### src/sv/wbbd_pkg.sv
// Shared types, constants and window geometry of the window brightness bit decoder.
`timescale 1ns / 1ps

package wbbd_pkg;

  // Window geometry.
  localparam int WINDOW_SIZE = 16;
  localparam int NUM_WINDOWS = 7;
  localparam int MAX_WINDOWS = 8;

  // Field widths.
  localparam int CHAN_W   = 8;
  localparam int COORD_W  = 11;
  localparam int COUNT_W  = 9;
  localparam int SYMBOL_W = 7;

  // Coordinates plus the window size need one bit more than a coordinate.
  localparam int EXT_W = COORD_W + 1;

  // Stream and register port widths.
  localparam int IN_FIELDS_W = 3 * CHAN_W + 2 * COORD_W;
  localparam int IN_TDATA_W  = ((IN_FIELDS_W + 7) / 8) * 8;
  localparam int OUT_TDATA_W = ((SYMBOL_W + 7) / 8) * 8;
  localparam int CFG_DATA_W  = COORD_W;
  localparam int CFG_IDX_W   = 2;

  typedef logic [CFG_IDX_W-1:0] cfg_idx_t;

  // Register indexes of the write port.
  localparam cfg_idx_t REG_BRIGHT_LEVEL  = 2'd0;
  localparam cfg_idx_t REG_MIN_LIT_COUNT = 2'd1;
  localparam cfg_idx_t REG_BAND_TOP_ROW  = 2'd2;

  // Reset values of the registers.
  localparam logic [CHAN_W-1:0]  BRIGHT_LEVEL_RST  = 8'd200;
  localparam logic [COUNT_W-1:0] MIN_LIT_COUNT_RST = 9'd40;
  localparam logic [COORD_W-1:0] BAND_TOP_ROW_RST  = 11'd270;

  localparam logic [COUNT_W-1:0] COUNT_MAX = '1;

  // Fixed-point grey weights; they add up to one in Q14.
  localparam int GREY_FRAC = 14;
  localparam int GREY_W    = CHAN_W + GREY_FRAC;
  localparam logic [GREY_W-1:0] W_BLUE  = 22'd1868;
  localparam logic [GREY_W-1:0] W_GREEN = 22'd9617;
  localparam logic [GREY_W-1:0] W_RED   = 22'd4899;
  localparam logic [GREY_W-1:0] W_ROUND = 22'd8192;

  // First column of each window.
  localparam logic [COORD_W-1:0] WIN_START [MAX_WINDOWS] = '{
    11'd380, 11'd395, 11'd415, 11'd432, 11'd450, 11'd468, 11'd486, 11'd504
  };

  typedef logic [NUM_WINDOWS-1:0] win_vec_t;

endpackage

### src/sv/window_brightness_bit_decoder.sv
// Top level of the window brightness bit decoder: pixel pipeline, window counters, symbol output.
`timescale 1ns / 1ps

// Channel   | Dir | Handshake          | Contents
// s_*       | in  | s_tvalid/s_tready  | one pixel item, tlast marks the last pixel of a frame
// m_*       | out | m_tvalid/m_tready  | one 7-bit symbol item per frame
// cfg_*     | in  | cfg_we             | register writes, no read-back
//
// The block accepts one pixel item in every cycle unless the pipeline is held. A pixel
// passes an input register (stage A), where its grey value and window hits are formed,
// and a hit register (stage B), where the window counters are updated. A frame's symbol
// is registered onto m_* as its last pixel leaves stage B. Reset (rst, synchronous)
// empties the pipeline, clears the counters and loads the register reset values. Only a
// second frame-end item reaching stage B while a symbol waits on m_* holds the pipeline.

module window_brightness_bit_decoder (
  input  logic                             clk,
  input  logic                             rst,
  // Pixel input. s_tdata from bit 0: blue[7:0], green[15:8], red[23:16],
  // pixel_col[34:24], pixel_row[45:35], zero padding[47:46].
  input  logic                             s_tvalid,
  output logic                             s_tready,
  input  logic [wbbd_pkg::IN_TDATA_W-1:0]  s_tdata,
  input  logic                             s_tlast,
  // Symbol output. m_tdata from bit 0: symbol[6:0], zero padding[7].
  output logic                             m_tvalid,
  input  logic                             m_tready,
  output logic [wbbd_pkg::OUT_TDATA_W-1:0] m_tdata,
  // Register write port.
  input  logic                             cfg_we,
  input  wbbd_pkg::cfg_idx_t               cfg_index,
  input  logic [wbbd_pkg::CFG_DATA_W-1:0]  cfg_data
);
  import wbbd_pkg::*;

  // Configuration registers.
  logic [CHAN_W-1:0]  bright_level;
  logic [COUNT_W-1:0] min_lit_count;
  logic [COORD_W-1:0] band_top_row;

  always_ff @(posedge clk) begin
    if (rst) begin
      bright_level  <= BRIGHT_LEVEL_RST;
      min_lit_count <= MIN_LIT_COUNT_RST;
      band_top_row  <= BAND_TOP_ROW_RST;
    end else if (cfg_we) begin
      unique case (cfg_index)
        REG_BRIGHT_LEVEL:  bright_level  <= cfg_data[CHAN_W-1:0];
        REG_MIN_LIT_COUNT: min_lit_count <= cfg_data[COUNT_W-1:0];
        REG_BAND_TOP_ROW:  band_top_row  <= cfg_data[COORD_W-1:0];
        default: ;  // Writes past the register list are dropped.
      endcase
    end
  end

  // Pipeline control. Stage B only waits when it holds a frame end and the output
  // register still carries an untaken symbol.
  logic a_valid;
  logic b_valid;
  logic b_fend;
  logic a_go;
  logic b_go;

  assign b_go     = b_valid && (!b_fend || !m_tvalid || m_tready);
  assign a_go     = a_valid && (!b_valid || b_go);
  assign s_tready = !a_valid || a_go;

  // Stage A: the pixel as received.
  logic [CHAN_W-1:0]  a_blue;
  logic [CHAN_W-1:0]  a_green;
  logic [CHAN_W-1:0]  a_red;
  logic [COORD_W-1:0] a_col;
  logic [COORD_W-1:0] a_row;
  logic               a_fend;

  always_ff @(posedge clk) begin
    if (rst) begin
      a_valid <= 1'b0;
    end else if (s_tready) begin
      a_valid <= s_tvalid;
    end
  end

  always_ff @(posedge clk) begin
    if (s_tvalid && s_tready) begin
      a_blue  <= s_tdata[CHAN_W-1:0];
      a_green <= s_tdata[2*CHAN_W-1:CHAN_W];
      a_red   <= s_tdata[3*CHAN_W-1:2*CHAN_W];
      a_col   <= s_tdata[3*CHAN_W+COORD_W-1:3*CHAN_W];
      a_row   <= s_tdata[3*CHAN_W+2*COORD_W-1:3*CHAN_W+COORD_W];
      a_fend  <= s_tlast;
    end
  end

  // Grey value, band test and window hits of the pixel in stage A.
  logic [GREY_W-1:0] grey_sum;
  logic [CHAN_W-1:0] grey;
  logic              lit;
  logic              in_band;
  win_vec_t          a_hit;

  always_comb begin
    grey_sum = W_BLUE * GREY_W'(a_blue) + W_GREEN * GREY_W'(a_green)
             + W_RED * GREY_W'(a_red) + W_ROUND;
    grey     = grey_sum[GREY_W-1:GREY_FRAC];
    lit      = grey > bright_level;
    // The band's upper bound is formed one bit wider so that it never wraps.
    in_band  = (a_row >= band_top_row)
            && (EXT_W'(a_row) < EXT_W'(band_top_row) + EXT_W'(WINDOW_SIZE));
    for (int w = 0; w < NUM_WINDOWS; w++) begin
      a_hit[w] = lit && in_band && (a_col >= WIN_START[w])
              && (EXT_W'(a_col) < EXT_W'(WIN_START[w]) + EXT_W'(WINDOW_SIZE));
    end
  end

  // Stage B: which windows the pixel lands in.
  win_vec_t b_hit;

  always_ff @(posedge clk) begin
    if (rst) begin
      b_valid <= 1'b0;
    end else if (!b_valid || b_go) begin
      b_valid <= a_go;
    end
  end

  always_ff @(posedge clk) begin
    if (a_go) begin
      b_hit  <= a_hit;
      b_fend <= a_fend;
    end
  end

  // Window counters. A frame-end pixel is counted before the symbol is formed,
  // then all counters clear. A counter stops at its top value.
  logic [COUNT_W-1:0] window_counts [NUM_WINDOWS];
  logic [COUNT_W-1:0] count_upd     [NUM_WINDOWS];
  win_vec_t           over;
  logic [SYMBOL_W-1:0] symbol_next;
  logic               counts_clear;

  always_comb begin
    symbol_next  = '0;
    counts_clear = 1'b1;
    for (int w = 0; w < NUM_WINDOWS; w++) begin
      count_upd[w] = (b_hit[w] && window_counts[w] != COUNT_MAX)
                   ? window_counts[w] + COUNT_W'(1) : window_counts[w];
      over[w]      = count_upd[w] > min_lit_count;
      if (window_counts[w] != '0) begin
        counts_clear = 1'b0;
      end
    end
    // The first window drives the highest bit; an eighth window has no place in the symbol.
    for (int k = 0; k < SYMBOL_W; k++) begin
      if (k < NUM_WINDOWS) begin
        symbol_next[k] = over[NUM_WINDOWS-1-k];
      end
    end
  end

  always_ff @(posedge clk) begin
    if (rst) begin
      for (int w = 0; w < NUM_WINDOWS; w++) begin
        window_counts[w] <= '0;
      end
    end else if (b_go) begin
      for (int w = 0; w < NUM_WINDOWS; w++) begin
        window_counts[w] <= b_fend ? '0 : count_upd[w];
      end
    end
  end

  // Output register.
  logic [SYMBOL_W-1:0] symbol;

  always_ff @(posedge clk) begin
    if (rst) begin
      m_tvalid <= 1'b0;
    end else if (b_go && b_fend) begin
      m_tvalid <= 1'b1;
    end else if (m_tready) begin
      m_tvalid <= 1'b0;
    end
  end

  always_ff @(posedge clk) begin
    if (b_go && b_fend) begin
      symbol <= symbol_next;
    end
  end

  assign m_tdata = OUT_TDATA_W'(symbol);

  // A new symbol only ever follows a frame-end item leaving stage B.
  assert property (@(posedge clk) disable iff (rst)
    $rose(m_tvalid) |-> $past(b_go && b_fend))
    else $error("symbol appeared without a frame end");

  // Every counter is zero once a frame has been closed.
  assert property (@(posedge clk) disable iff (rst)
    (b_go && b_fend) |=> counts_clear)
    else $error("window counters not cleared after frame end");

  // Ordinary pixels in stage B never wait on the output side.
  assert property (@(posedge clk) disable iff (rst)
    (b_valid && !b_fend) |-> b_go)
    else $error("pixel held in stage B");

  // The input is refused only while stage A is occupied and cannot move on.
  assert property (@(posedge clk) disable iff (rst)
    !s_tready |-> (a_valid && b_valid && b_fend && m_tvalid && !m_tready))
    else $error("input refused without a waiting symbol");

endmodule
### config.mk
export PLATFORM = sky130hd
export DESIGN_NAME = window_brightness_bit_decoder
export DESIGN_NICKNAME = d
export VERILOG_FILES = /design/src/sv/wbbd_pkg.sv /design/src/sv/window_brightness_bit_decoder.sv
export SDC_FILE = /design/constraint.sdc
export NUM_CORES = 1
export LEC_CHECK = 0
export BUFFER_PORTS_ARGS = -buffer_cell sky130_fd_sc_hd__buf_4
export CAP_MARGIN = 20
export CORE_MARGIN = 8
export CORE_UTILIZATION = 63
export DETAILED_ROUTE_END_ITERATION = 10
export MAX_ROUTING_LAYER = met4
export PLACE_DENSITY = 0.82
export SLEW_MARGIN = 20
export SYNTH_ARGS = -nofsm -noshare
export SYNTH_HDL_FRONTEND = slang
export SYNTH_SLANG_ARGS = --single-unit
### constraint.sdc
create_clock -name clk -period 12.3 [get_ports clk]
set_clock_uncertainty 0.2 [all_clocks]
set_input_delay 0.615 -clock clk [delete_from_list [all_inputs] [get_ports clk]]
set_output_delay 0.615 -clock clk [all_outputs]
set_load 0.01 [all_outputs]
After elaboration in Yosys (flattened, before gate mapping)
Memory sizes are Yosys's and may differ from the RTL's.
Cells that the tools add are included.
{ "op_classes": {"n_addsub": 11, "bitwise_logic": 7, "n_reduce_logical": 40, "order_cmp": 24, "multipliers": 3, "muxes": 28, "eq_ne": 9} }
{ "ops": {"columns": ["op", "count"], "rows": [
  ["$mux W9", 21],
  ["$ge A11 B9 Y1 const B", 7],
  ["$lt A11 B9 Y1 const B", 7],
  ["$add A9 B1 Y9 const B", 7],
  ["$gt A9 B9 Y1", 7],
  ["$ne A9 B9 Y1 const B", 7],
  ["$logic_and A1 B1 Y1", 27],
  ["$add A19 B22 Y22", 1],
  ["$add A22 B14 Y22 const B", 1],
  ["$add A22 B21 Y22", 1],
  ["$mul A14 B8 Y22 const A", 1],
  ["$mul A13 B8 Y21 const A", 1],
  ["$mul A9 B8 Y17 const A", 1],
  ["$add A11 B5 Y12 const B", 1],
  ["$lt A11 B12 Y1", 1],
  ["$ge A11 B11 Y1", 1],
  ["$gt A8 B8 Y1", 1],
  ["$mux W1", 7],
  ["$or A1 B1 Y1", 7],
  ["$reduce_and A2 Y1", 3],
  ["$logic_not A1 Y1", 4],
  ["$logic_or A1 B1 Y1", 4],
  ["$eq A2 B1 Y1 const B", 1],
  ["$eq A2 B2 Y1 const B", 1],
  ["2 further kinds", 2]
]} }
{ "totals": {"out_inout_bits": 10, "register_bits": 93, "mem_bits_rw": 63, "wordCells": 138, "memories": 1, "inputBits": 67} }
{ "mem_list": {"columns": ["name", "depth", "width", "rd", "rd_clocked_by_memory_dff", "write_ports", "line", "rtl"], "rows": [
  ["window_counts", 7, 9, 7, 0, 7, "window_brightness_bit_decoder.sv:136", "logic [COUNT_W-1:0] window_counts [NUM_WINDOWS];"]
]} }

Logic depth before layout (Yosys ltp)
Gate-level depths: netlist (run 1).
{ "logic_depth": {"word_depth": 8, "depth_mapped": 37, "mapped_depth_nobuf": 37} }

Worst setup path after synthesis (run 1)
Ideal clock, no wire load.
{ "synth_path": {"kind": "register to register", "from": "register a_blue[5]", "to": "register b_hit[1] (data pin)", "setup_slack_ns": 3.700, "arrival_time_ns": 8.231, "t_required_ns": 11.931, "stages_incl_launch_ff": 36, "path_buffers": 0, "period_less_slack_ns": 8.600, "setup_ns": 0.169, "cell_sequence": "edfxtp_1 > ha_1 > ha_1 > inv_1 > fa_1 > fa_1 > inv_1 > ha_1 > nor3b_1 > o21a_1 > o21a_1 > o31ai_1 > nand2b_1 > xor2_1 > ha_1 > ha_1 > fa_1 > inv_1 > fa_1 > fa_1 > inv_1 > ha_1 > a21oi_1 > a21boi_0 > a211oi_1 > a21oi_1 > nor2_1 > o21ai_1 > a21oi_1 > xnor2_1 > ha_1 > nand4_1 > o21ai_0 > o221ai_1 > a211o_4 > nor4b_2"} }
{ "synth_between": {"elab_chain_cells": 8} }
{ "synth_rtl": {"columns": ["item", "line", "rtl"], "rows": [
  ["start, declared", "window_brightness_bit_decoder.sv:69", "logic [CHAN_W-1:0] a_blue;"],
  ["start signal, assigned", "window_brightness_bit_decoder.sv:86", "a_blue <= s_tdata[CHAN_W-1:0];"],
  ["$mul A9 B8 Y17", "window_brightness_bit_decoder.sv:103", "grey_sum = W_BLUE * GREY_W'(a_blue) + W_GREEN * GREY_W'(a_green)"],
  ["$add A19 B22 Y22", "window_brightness_bit_decoder.sv:103", null],
  ["$add A22 B21 Y22", "window_brightness_bit_decoder.sv:104", "+ W_RED * GREY_W'(a_red) + W_ROUND;"],
  ["$add A22 B14 Y22", "window_brightness_bit_decoder.sv:104", null],
  ["$gt A8 B8 Y1", "window_brightness_bit_decoder.sv:106", "lit = grey > bright_level;"],
  ["$logic_and A1 B1 Y1 (2 in series)", "window_brightness_bit_decoder.sv:111", "a_hit[w] = lit && in_band && (a_col >= WIN_START[w])"],
  ["$logic_and A1 B1 Y1", "window_brightness_bit_decoder.sv:112", "&& (EXT_W'(a_col) < EXT_W'(WIN_START[w]) + EXT_W'(WINDOW_SIZE));"],
  ["via a_hit[1]", "window_brightness_bit_decoder.sv:100", "win_vec_t a_hit;"],
  ["end signal, assigned", "window_brightness_bit_decoder.sv:129", "b_hit <= a_hit;"],
  ["end, declared", "window_brightness_bit_decoder.sv:117", "win_vec_t b_hit;"]
]} }
The timed path passes the listed nets, and every way through them passes these cells.
A chain may end at the register's enable or synchronous reset.

Worst setup path in the final report (run 1)
{ "layout_path": {"from": "register a_blue[5]", "to": "register b_hit[3] (data pin)"} }
The elaborated chain is that of the path after synthesis.

==> reports/metrics.cfg, run 1 <==
[run_status]
status = complete, no violations

[setup_path]
slowest_delay_ns = 0.55
critPathRequiredTime_ns = 12.31
critPathSlowestCell = fa_1
cp_top_family = adder cells
crit_arrival_ns = 9.61
start_kind = flip-flop
reg2reg_slack_ns = 2.71
crit_top_cell = ha_1
worstPathMaxFanout = 7
crit_path_end_kind = flip-flop
cp_num_buf_inv = 4
critPathKind = flip-flop to flip-flop

[flow_run]
cap_violations = 0

[global_routing]
grt_pass1_vias = 10100
overflow = 0
grtUsageTotal_pct = 23.2
antenna_found_initial = 0
grt_pass1_wl_um = 48000
grt_max_degree = 48

[logic_synthesis]
synthTopCellsByArea = edfxtp_1, ha_1, fa_1, inv_1, dfxtp_1
syn_area_per_cell_um2 = 10.3
ys_ff_latch = 156
async_reset_ff_share_pct = 0
synth_top_cell_area_share_pct = 27.2
syn_inst = 1344
yosysTopAreaCell = edfxtp_1
synth_warnings = 0
syn-num-nets = 1745
synth_most_common_cell = ha_1
synth_edf_count = 125
ys.flop_type = edfxtp_1
ys_top_cells_by_count = ha_1, inv_1, edfxtp_1, fa_1, nand2_1
ys_types = 53
netlist_area_um2 = 13800
synth_seq_area_share_pct = 31.7

[place]
port_buffers = 73
dpl.hpwl_um = 22700
routabilityCongestion = 0.916

[sta]
setup_tns_ns = 0
slew_violations = 0
finalHoldViolations = 0
period_share_pct = 78.0
rsz0062_at_grt = false
maxSlewHeadroom_pct = 41.6
setup_viol = 0
max_freq_mhz = 104
worstMarginPinSlew_ns = 0.873
post-route-min-period_ns = 9.59

[floorplanning]
dieHeight_um = 164
core-area_um2 = 21700
die_x_um = 164
pin_count = 77
num_rows = 54
die-area_um2 = 26900
start_util_pct = 63.6

[clock_tree]
cts_resized = 0
clk_pin_slew_ns = 0.08
post-cts-setup-buffer-count = 0
clock-root-buffer = clkbuf_16
worstSkewPairLatency_ns = 0.44
cts_sinks = 156
hold_buffers = 0
clock_path_buffers = 2
htreeDepth = 4
cts_tree = built
numCtsBuffers = 17

[finish]
diodes = 0
seqCellArea_um2 = 4370
nets = 1821
fillerInstances = 1561
synthToLayoutAreaGrowth_pct = 10.5
multi_input_area_um2 = 8430
final_layout_size_suffix_gt1_share_pct = 9.14

[detailed_routing]
wl_per_cell_um = 16.9
first_iter_violations = 580
drt-total-wl_um = 29000
avgViaCountPerCell = 5.58
vias = 9559
drc_errors = 0
ant_nets = 0
drtPass1Iterations = 5

[worst_hold_path]
hold_class = input port to flip-flop

==> layout make-up <==
type | instances | share of cell area (%)
clock inverter | 14 | 1.05
timing repair buffer | 77 | 3.79
tap | 280 | 2.30
inverter | 247 | 6.08
multi-input combinational | 921 | 55.3
sequential | 156 | 28.7
clock buffer | 18 | 2.81
==> cells by family after synthesis <==
logic type / Yosys count / share of synthesized area, %
AND/OR/NAND/NOR: 345 / 12.9
adder cells (fa/ha/maj): 334 / 35.0
buffers and inverters: 267 / 7.29
flip-flops: 156 / 31.7
AO/OA/AOI/OAI: 144 / 6.63
XOR/XNOR: 79 / 5.01
multiplexers: 18 / 1.40
other: 1 / 0.0272
==> layer usage <==
| layer | GRT usage [%] | wire length, um | vias up |
|---|---|---|---|
| li1 | - | - | 4684 |
| met1 | 27.2 | 12300 | 4599 |
| met2 | 40.4 | 14900 | 212 |
| met3 | 3.13 | 933 | 64 |
| met4 | 7.77 | 826 | 0 |
| met5 | - | 0 | - |
==> path summary, 6_finish.rpt <==
check                                             startpoint                      endpoint  cells past startpoint
worst min register to register  band_top_row[9]$_SDFFE_PP0P_  band_top_row[9]$_SDFFE_PP0P_                      2
worst max-delay path                     a_blue[5]$_DFFE_PP_            b_hit[3]$_DFFE_PP_                     37
worst min-delay path                             s_tdata[41]            a_row[6]$_DFFE_PP_                      1
worst max register to register           a_blue[5]$_DFFE_PP_            b_hit[3]$_DFFE_PP_                     37
==> through the flow <==
stage / instance area (um^2) / instances / hold WS (ns) / setup slack (ns) / util [%]
2_1_floorplan: 13800 / 1344 / 0.200 / 3.70 / -
3_3_place_gp: 14700 / 1681 / 0.247 / 2.97 / 67.6
3_5_place_dp: 14700 / 1681 / 0.245 / 2.75 / 67.6
4_1_cts: 15300 / 1713 / 0.142 / 2.71 / 70.3
5_1_grt: 15300 / 1713 / 0.146 / 2.12 / 70.3
6_report: 15300 / 1713 / 0.153 / 2.71 / 70.3
==> registers in the layout, indices dropped and copies added (netlist names) <==
register	flops
a_blue	8
a_col	11
a_fend	1
a_green	8
a_red	8
a_row	11
a_valid	1
b_fend	1
b_hit	7
b_valid	1
band_top_row	11
bright_level	8
m_tvalid	1
min_lit_count	9
symbol	7
window_counts	63
==> worst reg2reg max path: cells and delay by family (launching register included) <==
kind                     cells  cell delay, ns
adder cells (fa/ha/maj)     12            4.78
AO/OA/AOI/OAI               12            2.10
AND/OR/NAND/NOR              7            1.29
flip-flops                   1            0.52
XOR/XNOR                     2            0.30
buffers and inverters        4            0.19
==> layout by cell type (no fill, tap or decap), types with 16 or more instances in the layout <==
cell and instances:
nand2_1 73, nor3_1 19, ha_1 247, nand3_1 27
a21oi_1 54, fa_1 87, nand2b_1 18, xnor2_1 63
o21ai_0 24, nor2_1 69, nand4_1 27, xor2_1 16
nor2b_1 67, clkbuf_16 17, edfxtp_1 125, dfxtp_1 31
buf_4 77, inv_1 244
Power of run 1 is left out: the tool's default activity adds up to more than one toggle a clock period on the data nets, which glitch-free logic cannot reach.
==> inputs of run 2 (changes only) <==
==> constraint.sdc (replaced) <==
create_clock -name clk -period 9.7 [get_ports clk]
set_clock_uncertainty 0.2 [all_clocks]
set_input_delay 0.485 -clock clk [delete_from_list [all_inputs] [get_ports clk]]
set_output_delay 0.485 -clock clk [all_outputs]
set_load 0.01 [all_outputs]
==> reports/metrics.cfg, run 2 (synthesis results as in run 1) <==
[clock_tree]
cts_sinks = 156  ; unchanged
clock_path_buffers = 2  ; unchanged
htreeDepth = 4  ; unchanged
cts_tree = built  ; unchanged
numCtsBuffers = 17  ; unchanged
clk_pin_slew_ns = 0.08  ; about the same
clock-root-buffer = clkbuf_16  ; unchanged
worstSkewPairLatency_ns = 0.44  ; about the same

[finish]
diodes = 0  ; unchanged
largest_reg_flops = 63  ; unchanged
top_register = window_counts  ; unchanged
synthToLayoutAreaGrowth_pct = 11.2  ; was 10.5%
layout_common_cells = ha_1, inv_1, edfxtp_1  ; unchanged
final_layout_size_suffix_gt1_share_pct = 9.64  ; was 9.14%
nets = 1830  ; was 1821
final_common_cell = ha_1  ; unchanged
fillerInstances = 1530  ; was 1561

[setup_path]
critPathKind = flip-flop to flip-flop  ; unchanged
worstPathMaxFanout = 7  ; unchanged
critPathRequiredTime_ns = 9.76  ; was 12.31 ns
slowest_delay_ns = 0.55  ; about the same
crit_path_end_kind = flip-flop  ; unchanged
crit_arrival_ns = 9.23  ; was 9.61 ns
crit_top_cell = ha_1  ; unchanged
start_kind = flip-flop  ; unchanged
critPathSlowestCell = fa_1  ; unchanged

[sta]
post-route-min-period_ns = 9.17  ; was 9.59 ns
setup_tns_ns = 0  ; unchanged
rsz0062_at_grt = false  ; unchanged
period_share_pct = 94.5  ; was 78.0%
worstMarginPinSlew_ns = 0.866  ; was 0.873 ns
worst_slack_ns = 0.533  ; was 2.71 ns
slew_violations = 0  ; unchanged
max_freq_mhz = 109  ; was 104 MHz
maxSlewHeadroom_pct = 42.0  ; was 41.6%
finalHoldViolations = 0  ; unchanged
setup_viol = 0  ; unchanged

[detailed_routing]
ant_nets = 0  ; unchanged
wl_per_cell_um = 16.8  ; was 16.9 um
first_iter_violations = 676  ; was 580
avgViaCountPerCell = 5.59  ; was 5.58
drc_errors = 0  ; unchanged
drtPass1Iterations = 5  ; unchanged
drt-total-wl_um = 28900  ; was 29000 um
vias = 9620  ; was 9559

[place]
dpl.hpwl_um = 22300  ; was 22700 um
routabilityCongestion = 0.908  ; was 0.916
pre_cts_ws_ns = 0.383  ; was 2.75 ns
port_buffers = 73  ; unchanged

[floorplanning]
core-area_um2 = 21700  ; unchanged
dieHeight_um = 164  ; unchanged
pin_count = 77  ; unchanged
num_rows = 54  ; unchanged
start_util_pct = 63.6  ; unchanged
die_x_um = 164  ; unchanged
die-area_um2 = 26900  ; unchanged

[flow_run]
cap_violations = 0  ; unchanged

[global_routing]
busiest_layer = met2  ; unchanged
antenna_found_initial = 0  ; unchanged
use_met1_pct = 26.7  ; was 27.2%
overflow = 0  ; unchanged
grt_pass1_vias = 10200  ; was 10100
grtUsageMet2_pct = 40.4  ; unchanged
met3_usage_pct = 3.28  ; was 3.13%
grt_pass1_wl_um = 48100  ; was 48000 um
grt_max_degree = 52  ; was 48
grtUsageTotal_pct = 23.2  ; about the same

[run_status]
status = complete, no violations  ; unchanged

[worst_hold_path]
hold_class = input port to flip-flop  ; unchanged

## run 2: what timing repair did
item / CTS / global route
setup buffers: 0 / 4
endpoints found under the setup margin: 0 / 7
gates resized for setup: 0 / 3
hold buffers: 4 / 1
hold endpoints to repair: 4 / 1
## run 2: worst paths after layout
check / startpoint / to / slack, ns / depth (start not counted)
worst max-delay path: a_blue[5]$_DFFE_PP_ / b_hit[4]$_DFFE_PP_ / 0.53 / 37
worst min-delay path: s_tdata[13] / a_green[5]$_DFFE_PP_ / 0.01 / 1
worst max register to register: a_blue[5]$_DFFE_PP_ / b_hit[4]$_DFFE_PP_ / 0.53 / 37
worst min register to register: a_fend$_DFFE_PP_ / b_fend$_DFFE_PP_ / 0.26 / 0
## run 2: layout make-up
cell class                      instances  area (um^2)  share of cell area (%)
Sequential cell                       156         4370                    28.5
Tap cell                              280          350                    2.28
Clock buffer                           17          425                    2.77
Multi-Input combinational cell        921         8440                    55.0
Inverter                              247          927                    6.04
Timing Repair Buffer                   86          658                    4.29
Clock inverter                         15          173                    1.12
## run 2: through the flow
stage | hold WS (ns) | std cells | cell area, um^2 | util (%)
floorplan | 0.200 | 1344 | 13800 | -
global placement | 0.243 | 1681 | 14700 | 67.6
detailed placement | 0.249 | 1681 | 14700 | 67.6
CTS | 0.000750 | 1717 | 15300 | 70.5
global route | 0.00401 | 1722 | 15300 | 70.8
finish | 0.0142 | 1722 | 15300 | 70.8
## run 2: critical path: cells and delay by family, from the launching register on
family,cells,cell delay (ns)
compound gates,12,1.97
simple gates,7,1.10
flops,1,0.48
buf+inv,4,0.19
xor+xnor,2,0.29
fa+ha+maj,12,4.77
## run 2: metal layers
metal  share of wire [%]  routed length [um]  vias to the layer above
met2                  51               14800                      240
met5                   0                   0                        -
li1                    -                   -                     4710
met3                 4.2                1210                       61
met1                  42               12000                     4609
met4                 3.0                 877                        0
Power of run 2 is left out for the same reason.
